**config.mk**
```make
export PLATFORM = sky130hd
export DESIGN_NAME = bsrs_ctrl
export DESIGN_NICKNAME = d
export VERILOG_FILES = /design/src/rtl/core/bsrs_pkg.sv /design/src/rtl/core/bsrs_ctrl.sv
export VERILOG_INCLUDE_DIRS = /design/src /design/src/rtl/core
export SDC_FILE = /design/constraint.sdc
export NUM_CORES = 1
export LEC_CHECK = 0
export ABC_CLOCK_PERIOD_IN_PS = 3500
export BUFFER_PORTS_ARGS = -buffer_cell sky130_fd_sc_hd__buf_2
export CAP_MARGIN = 20
export CELL_PAD_IN_SITES_DETAIL_PLACEMENT = 1
export CELL_PAD_IN_SITES_GLOBAL_PLACEMENT = 1
export CORE_AREA = 4 4 41 43
export DETAILED_ROUTE_END_ITERATION = 16
export DIE_AREA = 0 0 45 47
export PLACE_DENSITY_LB_ADDON = 0.05
export RECOVER_POWER = 100
export SYNTH_ARGS = -nofsm -noshare
export SYNTH_HDL_FRONTEND = slang
export SYNTH_SLANG_ARGS = --single-unit
```
**constraint.sdc**
```tcl
create_clock -name clk -period 3.5 [get_ports clk]
set_input_delay 0 -clock clk [delete_from_list [all_inputs] [get_ports clk]]
set_output_delay 0 -clock clk [all_outputs]
set_load 0.05 [all_outputs]
```
**src/rtl/core/bracketing_secant_root_step_defines.svh**
```systemverilog
// ----------------------------------------------------------------------------
// Assertion macros for the bracketing secant root step block
// Concurrent checks that are compiled out for synthesis.
// ----------------------------------------------------------------------------
`ifndef BRACKETING_SECANT_ROOT_STEP_DEFINES_SVH
`define BRACKETING_SECANT_ROOT_STEP_DEFINES_SVH
`ifndef SYNTHESIS
`define BSRS_ASSERT(lbl, clk, rst_n, prop) \
  lbl: assert property (@(posedge clk) disable iff (!rst_n) prop) \
    else $error("bsrs: property failed");
`define BSRS_NEVER(lbl, clk, rst_n, cond) \
  lbl: assert property (@(posedge clk) disable iff (!rst_n) !(cond)) \
    else $error("bsrs: forbidden condition seen");
`else
`define BSRS_ASSERT(lbl, clk, rst_n, prop)
`define BSRS_NEVER(lbl, clk, rst_n, cond)
`endif
`endif

```
**src/rtl/core/bsrs_pkg.sv**
```systemverilog
// ----------------------------------------------------------------------------
// bsrs_pkg
// Types, widths and codes shared by the secant root step modules.
// ----------------------------------------------------------------------------
`timescale 1ns / 1ps
`default_nettype none

package bsrs_pkg;

  localparam int DATA_W     = 32;
  localparam int WIDE_W     = 44;
  localparam int OPND_W     = DATA_W + 1;
  localparam int PROD_W     = 2 * OPND_W;
  localparam int REM_W      = OPND_W + 1;
  localparam int RADIX_BITS = 2;
  localparam int DIV_STEPS  = PROD_W / RADIX_BITS;
  localparam int CNT_W      = $clog2(DIV_STEPS);
  localparam int BW_W       = 31;
  localparam int STEP_SHIFT = 40;

  typedef logic signed [DATA_W-1:0] data_t;
  typedef logic signed [WIDE_W-1:0] wide_t;
  typedef logic signed [OPND_W-1:0] opnd_t;

  localparam wide_t SAT_MAX  = (wide_t'(1) <<< (DATA_W - 1)) - wide_t'(1);
  localparam wide_t SAT_MIN  = -SAT_MAX - wide_t'(1);
  localparam wide_t BW_MAX   = (wide_t'(1) <<< BW_W) - wide_t'(1);
  localparam wide_t STEP_LIM = wide_t'(1) <<< STEP_SHIFT;
  localparam opnd_t DIV_TEN  = opnd_t'(10);

  typedef enum logic [1:0] {
    PH_STARTUP = 2'd0,
    PH_HUNT    = 2'd1,
    PH_BRACKET = 2'd2
  } phase_t;

  typedef enum logic [1:0] {
    STS_FOUND   = 2'd0,
    STS_BRACKET = 2'd1,
    STS_HUNT    = 2'd2
  } status_t;

  typedef enum logic [1:0] {
    IVL_EXACT = 2'd0,
    IVL_NONE  = 2'd1,
    IVL_WIDTH = 2'd2
  } ivl_t;

  typedef enum logic [3:0] {
    OP_FIRST,
    OP_FOUND,
    OP_ZERO,
    OP_OPEN,
    OP_HUNT_EQ,
    OP_HUNT,
    OP_OUTSIDE,
    OP_LOW_EQ,
    OP_LOW,
    OP_HIGH_EQ,
    OP_HIGH
  } op_t;

  typedef enum logic [2:0] {
    ST_IDLE,
    ST_DECIDE,
    ST_MUL,
    ST_DIV,
    ST_FIN
  } fsm_t;

  typedef struct packed {
    logic load;
    logic decide;
    logic mul;
    logic div;
    logic commit;
  } ctrl_cmd_t;

  typedef struct packed {
    logic need_div;
    logic div_last;
    logic out_free;
  } dp_sts_t;

endpackage

`default_nettype wire

```
**src/rtl/core/bsrs_ctrl.sv**
```systemverilog
// ----------------------------------------------------------------------------
// bsrs_ctrl
// Sequencer: accept, decode, multiply and divide (only when a quotient is needed), commit.
// ----------------------------------------------------------------------------
`timescale 1ns / 1ps
`default_nettype none
`include "bracketing_secant_root_step_defines.svh"

module bsrs_ctrl (
  input  wire logic                clk,
  input  wire logic                rst_n,
  input  wire logic                in_valid,
  output logic                     in_stall,
  output bsrs_pkg::ctrl_cmd_t      cmd,
  input  wire bsrs_pkg::dp_sts_t   sts
);
  import bsrs_pkg::*;

  fsm_t st_r, st_nxt;

  always_ff @(posedge clk) begin
    if (!rst_n) begin
      st_r <= ST_IDLE;
    end else begin
      st_r <= st_nxt;
    end
  end

  always_comb begin
    st_nxt   = st_r;
    cmd      = '0;
    in_stall = 1'b1;
    unique case (st_r)
      ST_IDLE: begin
        in_stall = 1'b0;
        if (in_valid) begin
          cmd.load = 1'b1;
          st_nxt   = ST_DECIDE;
        end
      end
      ST_DECIDE: begin
        cmd.decide = 1'b1;
        st_nxt     = sts.need_div ? ST_MUL : ST_FIN;
      end
      ST_MUL: begin
        cmd.mul = 1'b1;
        st_nxt  = ST_DIV;
      end
      ST_DIV: begin
        cmd.div = 1'b1;
        if (sts.div_last) st_nxt = ST_FIN;
      end
      ST_FIN: begin
        if (sts.out_free) begin
          cmd.commit = 1'b1;
          st_nxt     = ST_IDLE;
        end
      end
      default: st_nxt = ST_IDLE;
    endcase
  end

  `BSRS_ASSERT(a_load_decode, clk, rst_n, (st_r == ST_IDLE && in_valid) |=> st_r == ST_DECIDE)
  `BSRS_ASSERT(a_div_runs, clk, rst_n, (st_r == ST_DIV && !sts.div_last) |=> st_r == ST_DIV)
  `BSRS_ASSERT(a_fin_waits, clk, rst_n, (st_r == ST_FIN && !sts.out_free) |=> st_r == ST_FIN)

endmodule

`default_nettype wire

```
After elaboration in Yosys (flattened, before gate mapping)
Cells that the tools add are included.
{"block": "totals", "register_bits": 3, "inputBits": 6, "output_inout_bits": 6, "wordCells": 23}
{"block": "classes", "eq_ne": 7, "muxes": 13, "n_reduce_logical": 2}
{"op": "3-bit case mux with 5 select lines", "n": 1}
{"op": "3-bit two-way mux", "n": 4}
{"op": "1-bit two-way mux", "n": 8}
{"op": "3-bit by 2-bit equality test with 1-bit output (second input constant)", "n": 2}
{"op": "2-bit != test (second input constant)", "n": 3}
{"op": "3-bit by 1-bit equality test with 1-bit output (second input constant)", "n": 1}
{"op": "3-bit equality test (second input constant)", "n": 1}
{"op": "3-bit zero test", "n": 1}
{"op": "3-bit AND reduction", "n": 1}

Logic depth before layout (Yosys ltp)
{"block": "logic_depth", "word_depth": 3, "ltp_mapped": 4, "depth_no_buf": 3}

Least setup slack after synthesis
Ideal clock, no wire load.
{"block": "synth_path", "kind": "register -> output", "from": "register st_r[1]", "to": "output cmd[4] (netlist bit)", "arrival_time_ps": 1810, "required_ps": 3500, "path_slack_ps": 1690, "path_stages_with_launch": 4, "path_buffers": 1, "path_cell_list": "dfxtp_1 > clkbuf_1 > or3_1 > nor2_1"}
{"element": "start: declaration", "line_no": "bsrs_ctrl.sv:19", "rtl": "fsm_t st_r, st_nxt;"}
{"element": "start signal: assignment", "line_no": "bsrs_ctrl.sv:25", "rtl": "st_r <= st_nxt;"}
{"element": "end: declaration", "line_no": "bsrs_ctrl.sv:14", "rtl": "output bsrs_pkg::ctrl_cmd_t cmd,"}

==> metrics.md <==
| Metric | Value |
|---|---|
| Fin crit period | 1.62 ns |
| ANT cells | 0 |
| H-tree levels | 1 |
| RSZ-0062 raised after global routing | no |
| Via/cell ratio | 4.37 |
| Final net count | 49 |
| Total grt overflow | 0 |
| Total GRT Usage | 0.0726 |
| Leak Pwr | 0.121 nW |
| Final hold viol count | 0 |
| Num Clock Sinks | 3 |
| Syn Inst Count | 29 |
| CTS tree | done |
| Sw frac | 0.390 |
| RePlAce Congestion | 0.682 |
| Status | finished clean |
| Die width | 45 µm |
| Finished Core Util | 0.221 |
| Detail Route Antenna Nets | 0 |
| Post-synth top cells | 4 x nand2_1, 4 x nor2_1, 3 x dfxtp_1, 3 x nand2b_1 |
| Post-synth EDFFs | 0 |
| Clock Skew | 0.000731 ns |
| Bufs on Longest Clock Path | 2 |
| Area Overhead vs Synth | 39.4% |
| Largest net degree at the start of global routing | 11 |
| Drt first pass iters | 4 |
| Clock transition at path regs | 0.04 ns |
| Core ar. | 1300 µm² |
| Combinational share of power | 0.314 |
| Number of global-route vias before repair | 252 |
| Top post-synthesis cells by area | dfxtp_1 29%, nand2b_1 9.1%, o32ai_2 7.9%, mux2_4 7.3%, nand2_1 7.3% |
| Fin Hold WS | 0.0464 ns |
| Synth Flop Type | dfxtp_1 |
| Max reg flops | 3 |
| Drt initial violations | 3 |
| Antenna violations before repair | 0 |
| Worst skew pair latency | 0.23 ns |
| Area of the multi-input gates | 128 µm² |
| Crit path max-delay cell type | clkbuf_1 |
| Relative slew slack | 0.599 |
| Post-CTS Setup Bufs | 0 |
| Routed WL | 689 µm |
| Pre-CTS WS | 2.29 ns |
| Routed length per instance | 12.1 µm |
| Syn_nets | 35 |
| Layout fillers | 178 |
| CP required | 3.50 ns |
| Cell Area, Synth | 206 µm² |
| Reg power frac | 0.288 |
| Max cap viols | 0 |
| Tot Pwr | 0.154 mW |
| Drt drc | 0 |
| CP Capture Type | output pin |
| Yosys warns | 0 |
| Cts bufs inserted | 3 |
| Switch Pwr | 0.0602 mW |
| Post-CTS Hold Fix Bufs | 0 |
| Crit share post-route | 0.462 |
| Port Buf Inserts | 11 |
| Seq. cell area | 60.1 µm² |
| Unique masters post-synth | 15 |
| Power density cells | 536 nW/µm² |
| Slew Viols, Final | 0 |
| Via count | 249 |
| Syn avg cell area | 7.12 µm² |
| Global-route wire length before repair | 1100 µm |
| Asr flop ratio synth | 0 |
| Die area | 2120 µm² |
| Placed instance area | 273 µm² |
| Regs by FF count | st_r x3 |
| CP arrival | 1.62 ns |
| Initial Utilization | 0.159 |
| Worst Hold Class | primary input to flip-flop |
| Worst slew pin tran | 0.604 ns |
| CP Launch Type | flip-flop |
| Setup TNS | 0 ns |
| Yosys top cell area share | 0.291 |
| Clock root buffer | clkbuf_4 |
| Ratio of cells with drive above 1 in the final layout | 0.214 |
| Worst stage delay on the critical path | 0.47 ns |
| Cell taking the most area after synthesis | dfxtp_1 |
| Post-CTS Resized | 0 |
| Clock Power Share | 0.398 |
| Final Instance Count excl. Fillers | 57 |
| Die H | 47 µm |
| Worst Setup Path Type | flip-flop to output pin |
| Final HPWL DP | 497 µm |
| # rows | 13 |
| Max Freq | 619 MHz |
| Cell Int Power | 0.0940 mW |
| Seq/Total Area, Yosys | 0.291 |
| Final WS setup | 1.88 ns |
| I/O pin count | 12 |
| Largest reg by FF count | st_r |
| CP Cell Sequence | or3_1 -> nor2_1 -> clkbuf_1 |
| Post-route cell area | 288 µm² |
| VDD IR max | 0.0963 mV |
| Final Setup Violations | 0 |
| Inst Count DP | 53 |
| Crit path max fanout | 9 |
| Flops & latches, synth | 3 |
layer usage:
metal / GRT usage / vias to the layer above / part of all wire
met2: 0.124 / 9 / 0.46
li1: - / 124 / -
met4: 0.0526 / 0 / 0.025
met3: 0.0153 / 2 / 0.046
met1: 0.0792 / 114 / 0.47
met5: 0 / - / 0
cell type report:
| type | count | share of cell area |
|---|---|---|
| Multi-Input combinational cell | 22 | 0.443 |
| Sequential cell | 3 | 0.209 |
| Timing Repair Buffer | 11 | 0.165 |
| Clock buffer | 4 | 0.0913 |
| Tap cell | 15 | 0.0652 |
| Inverter | 2 | 0.0261 |
cells by family (layout without fill, tap and decap cells):
family,Yosys count,in the layout,share of synthesized area
compound gates,4,4,0.158
buf+inv,4,17,0.0728
flops,3,3,0.291
mux,1,1,0.0727
simple gates,17,17,0.406
power by group through the flow:
stage / Sequential, mW / Clock [mW] / Combinational [mW]
final: 0.0444 / 0.0613 / 0.0485
after global routing: 0.0451 / 0.0674 / 0.0521
after detailed placement: 0.0450 / 0 / 0.0511
after floorplan: 0.0399 / 0 / 0.0432
after global placement: 0.0451 / 0 / 0.0508
after CTS: 0.0445 / 0.0628 / 0.0519
layout by cell type (no fill, tap or decap), types with 2 or more instances in the layout:
cell,count
nor2_1,4
dfxtp_1,3
inv_1,2
buf_2,5
clkbuf_4,3
nor3_1,2
nand2_1,4
a21oi_1,2
clkbuf_1,7
nand2b_1,3
critical path, delay by kind of cell, from the launching register on:
family / cells / cell delay (ns)
buf+inv: 1 / 0.47
flops: 1 / 0.39
simple gates: 2 / 0.51
final timing paths:
check | startpoint | endpoint | slack [ns] | depth (start not counted)
worst max-delay path | st_r[1]$_SDFFE_PN0P_ | cmd[4] | 1.88 | 3
worst max register to register | st_r[2]$_SDFFE_PN0P_ | st_r[2]$_SDFFE_PN0P_ | 2.21 | 3
worst min-delay path | rst_n | st_r[2]$_SDFFE_PN0P_ | 0.05 | 2
worst min register to register | st_r[0]$_SDFFE_PN0P_ | st_r[1]$_SDFFE_PN0P_ | 0.60 | 2
Power figures use the tool's default switching activity.
